`src/mbg_pkg.sv`:
```
// Shared types and constants of the maze backtracker generator.
package mbg_pkg;

    // Command codes of a request
    localparam logic [1:0] CMD_RESTART = 2'd0;
    localparam logic [1:0] CMD_STEP    = 2'd1;
    localparam logic [1:0] CMD_READ    = 2'd2;

    // Configuration register indexes
    localparam logic [1:0] CFG_COLUMNS = 2'd0;
    localparam logic [1:0] CFG_ROWS    = 2'd1;
    localparam logic [6:0] CFG_DIM_RESET = 7'd32;
    localparam logic [6:0] DIM_MIN       = 7'd4;

    // Directions, in scan order
    localparam logic [1:0] DIR_RIGHT = 2'd0;
    localparam logic [1:0] DIR_DOWN  = 2'd1;
    localparam logic [1:0] DIR_LEFT  = 2'd2;
    localparam logic [1:0] DIR_UP    = 2'd3;

    // Cell word: walls in [3:0], visited in [4], trail in [5]
    localparam int          CELL_W      = 6;
    localparam int          BIT_VISITED = 4;
    localparam int          BIT_TRAIL   = 5;
    localparam logic [5:0]  CELL_RESET  = 6'h0F;
    localparam logic [5:0]  MARK_VISIT  = 6'h10;
    localparam logic [5:0]  MARK_TRAIL  = 6'h20;
    localparam logic [5:0]  CELL_START  = 6'h3F;

    typedef struct packed {
        logic [1:0] command;
        logic [5:0] cell_x;
        logic [5:0] cell_y;
        logic [7:0] random_value;
    } t_req;

    typedef struct packed {
        logic [5:0]  pos_x;
        logic [5:0]  pos_y;
        logic [5:0]  next_x;
        logic [5:0]  next_y;
        logic [3:0]  wall_bits;
        logic        visited_mark;
        logic        trail_mark;
        logic        generating;
        logic [12:0] stack_depth;
    } t_rsp;

    typedef struct packed {
        logic [1:0] index;
        logic [6:0] value;
    } t_cfg;

    typedef enum logic [3:0] {
        S_CLEAR,
        S_IDLE,
        S_ARR_RD,
        S_ARR_WR,
        S_SCAN,
        S_PICK,
        S_WR_TGT,
        S_POP,
        S_REP_RD,
        S_REP_OUT
    } t_state;

endpackage

```
`src/mbg_pick.sv`:
```
// Neighbour picker: candidate count, random value modulo count, chosen direction.
module mbg_pick import mbg_pkg::*; (
    input  logic [3:0] i_cand,
    input  logic [7:0] i_rnd,
    output logic       o_any,
    output logic [1:0] o_dir
);

    logic [2:0] count;
    logic [3:0] digit_sum;
    logic [2:0] fold;
    logic [2:0] mod3;
    logic [1:0] idx;
    logic [2:0] seen;

    // Count the free neighbours
    always_comb begin
        count = 3'(i_cand[0]) + 3'(i_cand[1]) + 3'(i_cand[2]) + 3'(i_cand[3]);
        o_any = (count != 3'd0);
    end

    // Reduce modulo three by summing base-4 digits
    always_comb begin
        digit_sum = 4'(i_rnd[1:0]) + 4'(i_rnd[3:2]) + 4'(i_rnd[5:4]) + 4'(i_rnd[7:6]);
        fold      = 3'(digit_sum[3:2]) + 3'(digit_sum[1:0]);
        if (fold >= 3'd6) begin
            mod3 = fold - 3'd6;
        end else if (fold >= 3'd3) begin
            mod3 = fold - 3'd3;
        end else begin
            mod3 = fold;
        end
    end

    // Select the position among the candidates
    always_comb begin
        case (count)
            3'd2:    idx = {1'b0, i_rnd[0]};
            3'd3:    idx = mod3[1:0];
            3'd4:    idx = i_rnd[1:0];
            default: idx = 2'd0;
        endcase
    end

    // Walk the candidates in scan order to the selected one
    always_comb begin
        seen  = 3'd0;
        o_dir = DIR_RIGHT;
        for (int k = 0; k < 4; k++) begin
            if (i_cand[k]) begin
                if (seen == {1'b0, idx}) begin
                    o_dir = 2'(k);
                end
                seen = seen + 3'd1;
            end
        end
    end

endmodule

```
`config.mk`:
```
export PLATFORM = sky130hd
export DESIGN_NAME = mbg_pick
export DESIGN_NICKNAME = d
export VERILOG_FILES = /design/src/mbg_pkg.sv /design/src/mbg_pick.sv
export SDC_FILE = /design/constraint.sdc
export NUM_CORES = 1
export LEC_CHECK = 0
export BUFFER_PORTS_ARGS = -buffer_cell sky130_fd_sc_hd__buf_2
export CORE_AREA = 5 5 42 44
export DETAILED_ROUTE_END_ITERATION = 8
export DIE_AREA = 0 0 47 49
export GPL_TIMING_DRIVEN = 0
export PLACE_DENSITY_LB_ADDON = 0.3
export SETUP_SLACK_MARGIN = 0.15
export SYNTH_ARGS = -nofsm -noshare
export SYNTH_HDL_FRONTEND = slang
export SYNTH_SLANG_ARGS = --single-unit
```
`constraint.sdc`:
```
create_clock -name vclk -period 9.55
set_clock_uncertainty 0.05 [all_clocks]
set_input_delay 1.4325 -clock vclk [all_inputs]
set_output_delay 1.4325 -clock vclk [all_outputs]
set_load 0.01 [all_outputs]
```
* Word-level counts from Yosys, hierarchy flattened
Cells that the tools add are included.
** Operators by class
- $add $sub $neg :: 11
- $lt $le $gt $ge :: 2
- Equality and inequality tests :: 6
- Mux-type cells :: 12
- Reduce and logical (&&, ||, !) cells :: 1
** Operators by type and width (number)
- 2-bit 2-to-1 mux :: 6
- 3-bit by 2-bit equality test with 1-bit output :: 3
- 2-bit by 2-bit adder with 3-bit output :: 2
- 3-bit by 1-bit adder with 3-bit output (second input constant) :: 2
- 3-bit by 2-bit equality test with 1-bit output (second input constant) :: 2
- 3-bit 2-to-1 mux :: 2
- 2-bit one-hot mux with 3 select lines :: 1
- 3-bit by 2-bit adder with 4-bit output :: 1
- 4-bit by 2-bit adder with 4-bit output :: 1
- 2-bit subtractor (second input constant) :: 2
- 2-bit by 1-bit adder with 3-bit output :: 1
- 3-bit by 1-bit adder with 3-bit output :: 1
- 3-bit equality test (second input constant) :: 1
- 3-bit by 2-bit greater-or-equal comparator with 1-bit output (second input constant) :: 1
- 3-bit greater-or-equal comparator (second input constant) :: 1
- 1-bit 2-to-1 mux :: 3
- 3-bit nonzero test :: 1
- 1-bit by 1-bit adder with 2-bit output :: 1
** Storage, ports and cells
- Flip-flop bits (word level) :: 0
- Output and inout port bits :: 3
- Logic and storage cells :: 32

* Depth between registers and ports, before layout
Gate-level depths: netlist of the first run.
- Word-level depth :: 15
- Depth in mapped cells :: 16
- Mapped depth without buffers :: 16

* Least setup slack after synthesis of the first run
OpenSTA, ideal clock, no wires.
- Kind :: input -> output
- From :: in i_rnd[1]
- To :: out o_dir[0]
- Arrival :: 5.482 ns
- Data required time :: 8.068 ns
- Setup slack :: 2.585 ns
- Stages :: 16
- Path buffers :: 0
- Cell sequence :: inv_1 > fa_1 > fa_1 > inv_1 > ha_1 > inv_1 > fa_1 > inv_1 > ha_1 > fa_1 > ha_1 > o211a_1 > o41ai_2 > a21oi_1 > o21a_1 > o41ai_2
** Between the ends
- Word-level cells in the longest chain between the ends :: 15
- Elaborated cells on any way between the ends :: 20
** RTL lines
- from (decl) :: RTL line mbg_pick.sv:4 : input logic [7:0] i_rnd,
- 2-bit by 2-bit adder with 3-bit output :: RTL line mbg_pick.sv:24 : digit_sum = 4'(i_rnd[1:0]) + 4'(i_rnd[3:2]) + 4'(i_rnd[5:4]) + 4'(i_rnd[7:6]);
- 3-bit by 2-bit adder with 4-bit output :: RTL line mbg_pick.sv:24
- 4-bit by 2-bit adder with 4-bit output :: RTL line mbg_pick.sv:24
- 2-bit by 2-bit adder with 3-bit output :: RTL line mbg_pick.sv:25 : fold = 3'(digit_sum[3:2]) + 3'(digit_sum[1:0]);
- 3-bit by 2-bit greater-or-equal comparator with 1-bit output or 2-bit subtractor (tied branches) :: RTL line mbg_pick.sv:28, mbg_pick.sv:29
- 2-bit 2-to-1 mux :: RTL line mbg_pick.sv:28 : end else if (fold >= 3'd3) begin
- 2-bit 2-to-1 mux :: RTL line mbg_pick.sv:26 : if (fold >= 3'd6) begin
- 2-bit one-hot mux with 3 select lines * :: RTL line mbg_pick.sv:37 : case (count)
- 3-bit by 2-bit equality test with 1-bit output :: RTL line mbg_pick.sv:51 : if (seen == {1'b0, idx}) begin
- 1-bit 2-to-1 mux :: RTL line mbg_pick.sv:51
- 1-bit 2-to-1 mux :: RTL line mbg_pick.sv:50 : if (i_cand[k]) begin
- 2-bit 2-to-1 mux :: RTL line mbg_pick.sv:51
- 2-bit 2-to-1 mux :: RTL line mbg_pick.sv:50
- 2-bit 2-to-1 mux :: RTL line mbg_pick.sv:51
- 2-bit 2-to-1 mux * :: RTL line mbg_pick.sv:50
- to (decl) :: RTL line mbg_pick.sv:6 : output logic [1:0] o_dir
Every way passes the cells marked *; elsewhere a longest branch is shown, timed or not.

* Worst setup path in the final report of the first run
Ends and elaborated chain as after synthesis.

==> results.md, run 1 <==
* Status: finished clean
* Post-Syn Area at approximately 700 sq um
* CP peak stage delay at approximately 0.58 ns
* Met3 GRT Util at 0.00369
* Vias/cell at around 5.9
* Cts repair resizes at 0
* Hold Path Class: input port to output port
* Final antenna-violating net count at 0
* Final hold vios at 0
* Total track usage at 0.151
* Sequential share of the synthesized area at 0
* Count of different cell masters after synthesis at 38
* Met1 Use GR at 0.222
* Number of global-route vias before repair at approximately 690
* Slew Limit Fails at 0
* Worst hold path depth at 4
* Die H at just under 50 microns
* Syn_nets at ~110
* Max-Cap Viols at 0
* Leak at 0.000371 uW
* Max VDD drop at 111 uV
* Hold endpoint: o_dir[0]
* Initial antenna violation count at 0
* Detailed Place HPWL at approximately 1.4 mm
* Gr busiest metal: met2
* Overflow after GRT at 0
* Mean post-synth cell area at roughly 8.1 sq um
* Commonest cells post-synth: 16 x inv_1, 9 x ha_1, 6 x fa_1, 5 x nor2_1, 4 x a21oi_1
* Largest net degree at the start of global routing at 10
* Buffer count from post-CTS setup fixing at 0
* NumNets Final at 130
* Die W at approximately 47 microns
* Share of the synthesized area in the top cell type at 0.172
* Initial Util at 0.499
* Setup CP Type: input port to output port
* CP startpoint: i_rnd[1]
* Arrival time worst endpoint at roughly 5.9 ns
* Most frequent cell after synthesis: inv_1
* Site row count at 14
* Critical-path cell list: buf_2 > inv_1 > fa_1 > fa_1 > inv_1 > ha_1 > inv_1 > fa_1 > inv_1 > ha_1 > fa_1 > ha_1 > o211a_1 > o41a_1 > a2111oi_0 > o211ai_1 > o41ai_2 > buf_2
* Rel. slew slack at 0.685
* Routing usage on met2 at 0.251
* ANT cells at 0
* Power per standard cell area at between 150 and 200 nW/um^2
* Synth Instances at 86
* Syn. warnings at 0
* Layout area overhead at 13.6%
* Crit path max fanout at 8
* Total power at ~150 uW
* Setup TNS at 0 ns
* DR vias at between 600 and 700
* Worst EP required at 8.07 ns
* WL final at about 1.5 mm
* Full die area at roughly 2300 sq um
* HP Start: i_cand[3]
* Share of cells above drive strength 1 at 0.218
* Final GP Congestion at 0.772
* Pre-Repair DR Iteration Count at 4
* I/O pin cnt at 15
* Clk_buf instances at 0
* Core area at between 1000 and 1500 sq um
* First-pass GRT wire length at 2.84 mm
* Largest cells by area after synthesis: fa_1 17%, ha_1 16%, inv_1 8.6%, o41ai_2 4.7%, nor4b_2 4.3%
* Kind of end point of the critical path: output port
* Post-route clock period utilization at 0.775
* Startpoint Class: input port
* Drt first-iter violations at 28
* Wirelength per Cell at 13.2 microns
* # hold bufs at CTS at 0
* Area leader, netlist: fa_1
* Port bufs at 15
* RSZ-0062 raised after global routing: no
* Final setup viols at 0
* FF+latch count at 0
* Final Util at 0.567
* Final min period at 7.40 ns
* # DRC at 0
* Seq. cell area at 0 sq um
* Max Clock Freq at between 100 and 150 MHz
* CP max-delay cell: fa_1
* Worst slew pin tran at 0.467 ns
where the power goes:
group / leakage, uW / switching, uW / total (uW) / internal, uW
registers: 0 / 0 / 0 / 0
logic: 0.000371 / 85.4 / 150 / 65.0
clock network: 0 / 0 / 0 / 0
layer usage:
metal | wire length [microns] | share of wire | vias to the layer above
li1 | - | - | 352
met1 | 647 | 0.42 | 312
met2 | 822 | 0.53 | 23
met3 | 70 | 0.045 | 0
met4 | 0 | 0 | 0
met5 | 0 | 0 | -
metrics by stage:
stage	setup WS (ns)	area, sq um	instances	hold slack (ns)
finish	2.15	795	117	3.22
global route	1.69	795	117	3.26
CTS	2.13	795	117	3.23
detailed placement	2.14	795	117	3.23
global placement	2.16	795	117	3.21
floorplan	2.59	699	86	2.95
how the worst max path moves through the flow:
stage | to | slack [ns] | cells past startpoint
final | o_dir[0] | 2.15 | 18
after global routing | o_dir[0] | 1.69 | 18
after CTS | o_dir[0] | 2.13 | 18
after detailed placement | o_dir[0] | 2.14 | 18
after global placement | o_dir[0] | 2.16 | 18
after floorplan | o_dir[0] | 2.59 | 16
logic make-up (layout without fill, tap and decap cells):
| family | Yosys count | in the layout | synth area share |
|---|---|---|---|
| buffers and inverters | 18 | 33 | 0.0966 |
| xor gates and xnor gates | 2 | 2 | 0.0250 |
| and+or+nand+nor | 27 | 27 | 0.250 |
| adders and majority gates | 15 | 15 | 0.333 |
| AOI/OAI and AO/OA | 24 | 24 | 0.295 |
cell usage in the layout, fill, tap and decap left out, drive strengths merged, types with 3 or more instances in the layout:
| master | synthesis | routed |
|---|---|---|
| fa | 6 | 6 |
| nor3 | 3 | 3 |
| inv | 16 | 16 |
| buf | 1 | 16 |
| nor2 | 5 | 5 |
| a211oi | 3 | 3 |
| a21oi | 4 | 4 |
| ha | 9 | 9 |
layout make-up:
cell class	instances	area, sq um
multi-input combinational	68	632
fill	145	607
timing repair buffer	15	75.1
inverter	16	60.1
tap	16	20.0
buffer	2	7.51
worst max-delay path, delay by kind of cell:
kind | cells | cell delay, ns
AO/OA/AOI/OAI | 5 | 1.34
adder cells (fa/ha/maj) | 7 | 2.65
buffers and inverters | 6 | 0.48
Note: power is estimated with default switching activity, not from simulation.
==> inputs of run 2 (changes only) <==
ABC_AREA = 1   (was unset)
clock period = 7.73 ns   (was 9.55 ns; I/O delays follow)
==> run 2 against run 1 <==
  * Utilization down 9.3 points
  * Global-route usage down 5.2 points
  * Power up 0.74%
  * First-iteration DRC count down 93%
  * Via count down 21%
  * Worst hold slack worse by 0.55 ns
  * Non-clock buffer count down 2
  * Synthesized area down 19%
  * Design area down 16%
  * Setup slack worse by 0.60 ns
==> results.md, run 2 <==
* Status: finished clean
* FF+latch count at 0 (unchanged)
* Worst slew pin tran at 0.197 ns (-0.270 ns)
* Crit path max fanout at 6 (-2)
* CP most frequent cell: nand2_1
* Seq. cell area at 0 sq um (unchanged)
* Rel. slew slack at 0.867 (+0.182)
* Post-Syn Area at 569 sq um (-19%)
* Initial Util at 0.406 (-0.0929)
* Detailed Place HPWL at 992 microns (-28%)
* Initial antenna violation count at 0 (unchanged)
* Post-route clock period utilization at 0.800
* Hold Path Class: input port to output port
* Area leader, netlist: fa_1
* Wirelength per Cell at 9.05 microns (-31%)
* Cts repair resizes at 0 (unchanged)
* WL final at 1.06 mm (-31%)
* Core area at 1400 sq um (unchanged)
* Leak at 0.000411 uW (+11%)
* Final setup viols at 0 (unchanged)
* Largest net degree at the start of global routing at 7 (-3)
* Slew Limit Fails at 0 (unchanged)
* Most frequent cell after synthesis: nand2_1
* I/O pin cnt at 15 (unchanged)
* Site row count at 14 (unchanged)
* DR vias at 540 (-21%)
* Drt first-iter violations at 2 (-93%)
* Power per standard cell area at 228 nW/um^2 (+20%)
* Sequential share of the synthesized area at 0 (unchanged)
* Overflow after GRT at 0 (unchanged)
* Share of the synthesized area in the top cell type at 0.211 (+0.0393)
* Max-Cap Viols at 0 (unchanged)
* Fillers at 156 (+7.6%)
* NumNets Final at 130 (unchanged)
* Share of cells above drive strength 1 at 0.277 (+0.0594)
* Max VDD drop at 146 uV (+31%)
* Kind of end point of the critical path: output port
* # hold bufs at CTS at 0 (unchanged)
* ANT cells at 0 (unchanged)
* Total track usage at 0.0994 (-0.0518)
* Most frequent cells in the layout: 23 x nand2_1, 17 x inv_1, 15 x buf_2
* Syn_nets at 113 (unchanged)
* Count of different cell masters after synthesis at 14 (-63%)
* Startpoint Class: input port
* Post-Place Cells at 117 (unchanged)
* Arrival time worst endpoint at 4.98 ns (-0.94 ns)
* Largest cells by area after synthesis: fa_1 21%, ha_1 20%, nand2_1 15%, inv_1 11%, nand3_1 7.0%
* CP peak stage delay at 0.56 ns (-0.02 ns)
* Setup TNS at 0 ns (unchanged)
* RSZ-0062 raised after global routing: no
* Final antenna-violating net count at 0 (unchanged)
* Synth Instances at 86 (unchanged)
* Most common cell after layout, fill and taps aside: nand2_1
* Commonest cells post-synth: 23 x nand2_1, 17 x inv_1, 9 x ha_1, 8 x nand3_1
* Mean post-synth cell area at 6.62 sq um (-19%)
* Clk_buf instances at 0 (unchanged)
* Final GP Congestion at 0.745 (-3.5%)
* Full die area at 2300 sq um (unchanged)
* CP max-delay cell: fa_1
* Number of global-route vias before repair at 503 (-27%)
* Layout area overhead at 16.7%
* Syn. warnings at 0 (unchanged)
* Final min period at slightly above 6 ns
* Pre-Repair DR Iteration Count at 3 (-1)
* Worst EP required at 6.52 ns (-1.55 ns)
* Buffer count from post-CTS setup fixing at 0 (unchanged)
* Setup CP Type: input port to output port
* Vias/cell at 4.62 (-21%)
* Min Hold Slack at 2.67 ns (-0.555 ns)
* Final cell count without fillers at 117 (unchanged)
* First-pass GRT wire length at 1.86 mm (-34%)
* Die W at 47 microns (unchanged)
* # DRC at 0 (unchanged)
* Die H at 49 microns (unchanged)
* Final hold vios at 0 (unchanged)
* Max Clock Freq at between 150 and 200 MHz
* Port bufs at 15 (unchanged)
-- run 2: cell types whose count changed in the layout (fill, tap and decap cells not counted), moves of 3 or more --
cell,before,now
nor3_1,3,0
nor2_2,0,3
nand3_1,2,8
a211oi_1,3,0
nand2_2,0,6
nand2_1,2,23
-- run 2: layer usage --
metal / global-route usage / part of all wire / routed length, microns
met1: 0.128 / 0.44 / 467
met2: 0.188 / 0.53 / 563
met3: 0 / 0.026 / 28
met4: 0 / 0 / 0
met5: 0 / 0 / 0
-- run 2: area by class of cell --
class | instances | area (sq um) | area share
Tap cell | 16 | 20.0 | 0.0301
Multi-Input combinational cell | 69 | 505 | 0.761
Timing Repair Buffer | 15 | 75.1 | 0.113
Inverter | 17 | 63.8 | 0.0960
-- run 2: report_power, final --
part / leakage (uW) / switching, uW / internal [uW]
clock: 0 / 0 / 0
sequential: 0 / 0 / 0
combinational: 0.000411 / 91.8 / 59.7
total: 0.000411 / 91.8 / 59.7
-- run 2: metrics by stage --
step / total power (uW) / setup slack (ns) / utilization / area [sq um]
CTS: 154 / 1.51 / 0.474 / 664
floorplan: 124 / 1.93 / - / 569
detailed placement: 154 / 1.51 / 0.474 / 664
finish: 152 / 1.54 / 0.474 / 664
global placement: 148 / 1.58 / 0.474 / 664
global route: 175 / 1.26 / 0.474 / 664
-- run 2: worst max-delay path, delay by kind of cell --
kind	cells	cell delay [ns]
AND/OR/NAND/NOR	12	0.82
adder cells (fa/ha/maj)	7	2.55
buffers and inverters	6	0.43
-- run 2: kinds of logic after synthesis --
logic type,after synthesis,share of synthesized area
and+or+nand+nor,49,0.435
AOI/OAI and AO/OA,5,0.0439
adders and majority gates,15,0.409
buffers and inverters,17,0.112
-- run 2: path summary, 6_finish.rpt --
check	startpoint	slack, ns	end	depth (start not counted)
max	i_rnd[1]	1.54	o_dir[0]	25
min	i_cand[2]	2.67	o_dir[1]	4
==> inputs of run 3 (changes only) <==
ABC_AREA = 0   (was 1)
clock period = 6.17 ns   (was 7.73 ns; I/O delays follow)
==> run 3 against run 2 <==
  * Count of clock-buffer cells in the layout is the same
  * Cell count grew 4.3%
  * Via count grew 36%
  * First-iteration DRC count grew to 10 times the previous value
  * Sequential cell count is the same
  * Combinational power grew 140%
  * Utilization grew 23 points
  * Non-clock buffer count grew 7
  * Global-route usage grew 6.9 points
  * Sequential share of layout area is the same
==> results.md, run 3 (same netlist as run 1, synthesis figures left out) <==
* Port bufs at 15 (unchanged)
* Startpoint Class: input port
* Power per standard cell area at 378 nW/um^2 (+66%)
* Leak at 0.000415 uW (+0.90%)
* Kind of end point of the critical path: output port
* Final GP Congestion at 0.772 (+3.6%)
* Max Clock Freq at approximately 170 MHz
* Max-Cap Viols at 0 (unchanged)
* CP peak stage delay at 0.55 ns (about the same)
* Layout area overhead at 40.6%
* Pre-Repair DR Iteration Count at 4 (+1)
* Core area at 1400 sq um (unchanged)
* Crit path max fanout at 5 (-1)
* Clk_buf instances at 0 (unchanged)
* Slew Limit Fails at 0 (unchanged)
* DR vias at 734 (+36%)
* Max VDD drop at 270 uV (+85%)
* ANT cells at 0 (unchanged)
* Total track usage at 0.168 (+0.0688)
* Setup CP Type: input port to output port
* WL final at 1.82 mm (+72%)
* Initial antenna violation count at 0 (unchanged)
* FF+latch count at 0 (unchanged)
* Final min period at about 6.0 ns
* Share of cells above drive strength 1 at 0.443 (+0.166)
* Site row count at 14 (unchanged)
* CP max-delay cell: fa_1
* Seq. cell area at 0 sq um (unchanged)
* First-pass GRT wire length at 3.12 mm (+67%)
* CP most frequent cell: fa_1
* Status: finished clean
* Number of global-route vias before repair at 761 (+51%)
* Die W at 47 microns (unchanged)
* NumNets Final at 135 (+3.8%)
* Vias/cell at 6.02 (+30%)
* Full die area at 2300 sq um (unchanged)
* Drt first-iter violations at 20 (+18)
* Die H at 49 microns (unchanged)
* # hold bufs at CTS at 0 (unchanged)
* Crit path buf inv count at 6 (unchanged)
* Final hold vios at 0 (unchanged)
* Worst EP required at 5.19 ns (-1.33 ns)
* Family with the most delay on the worst path: adder cells
* Most frequent cells in the layout: 13 x inv_1, 13 x buf_2, 5 x nor2_1, 5 x fa_1, 5 x ha_1
* Wirelength per Cell at 14.9 microns (+65%)
* RSZ-0062 raised after global routing: yes
* Initial Util at 0.499 (+0.0929)
* Post-route clock period utilization at 0.975
* Rel. slew slack at 0.703 (-0.164)
* Arrival time worst endpoint at 5.04 ns (+0.06 ns)
* Min Hold Slack at 2.22 ns (-0.446 ns)
* I/O pin cnt at 15 (unchanged)
* Final setup viols at 0 (unchanged)
* Largest net degree at the start of global routing at 10 (+3)
* Overflow after GRT at 0 (unchanged)
* Setup TNS at 0 ns (unchanged)
* # DRC at 0 (unchanged)
* Final antenna-violating net count at 0 (unchanged)
* Worst slew pin tran at 0.444 ns (+0.247 ns)
* Hold Path Class: input port to output port
* Critical-path cell list: buf_6 > inv_2 > fa_1 > fa_1 > inv_1 > ha_2 > inv_2 > fa_1 > inv_1 > ha_2 > fa_2 > ha_4 > nor3b_4 > o41ai_4 > a21oi_2 > o21a_1 > o41ai_2 > buf_2
* Detailed Place HPWL at 1.37 mm (+38%)
[run 3: worst paths after layout]
check	startpoint	to	slack, ns	depth (start not counted)
setup / recovery	i_rnd[5]	o_dir[0]	0.15	18
hold / removal	i_cand[3]	o_dir[0]	2.22	4
[run 3: layer usage]
layer | global-route usage | up-vias | routed length [microns]
met5 | 0 | - | 0
met4 | 0.0184 | 0 | 0
met3 | 0.00369 | 0 | 55
met2 | 0.292 | 21 | 981
met1 | 0.231 | 347 | 785
li1 | - | 366 | -
[run 3: layout make-up]
| cell class | instances | area (sq um) |
|---|---|---|
| Timing Repair Buffer | 20 | 129 |
| Fill cell | 116 | 418 |
| Inverter | 16 | 60.1 |
| Tap cell | 16 | 20.0 |
| Multi-Input combinational cell | 68 | 767 |
| Buffer | 2 | 7.51 |
[run 3: repair_timing]
item / 4_1_cts / 5_1_grt
pin swaps: 14 / 5
gates resized for setup: 21 / 10
setup buffers: 4 / 1
endpoints found under the setup margin: 2 / 2
[run 3: report_power, final]
group          total [uW]  switching, uW  internal [uW]
Sequential              0              0              0
Combinational         372            191            181
Clock                   0              0              0
[run 3: stage by stage]
stage	setup slack, ns	utilization	cell area [sq um]	cells	power, uW
final	0.154	0.702	983	122	372
after floorplan	0.219	-	699	86	186
after global placement	-0.204	0.567	795	117	222
after global routing	-0.0983	0.702	983	122	405
after detailed placement	-0.229	0.567	795	117	230
after CTS	0.174	0.669	937	121	345
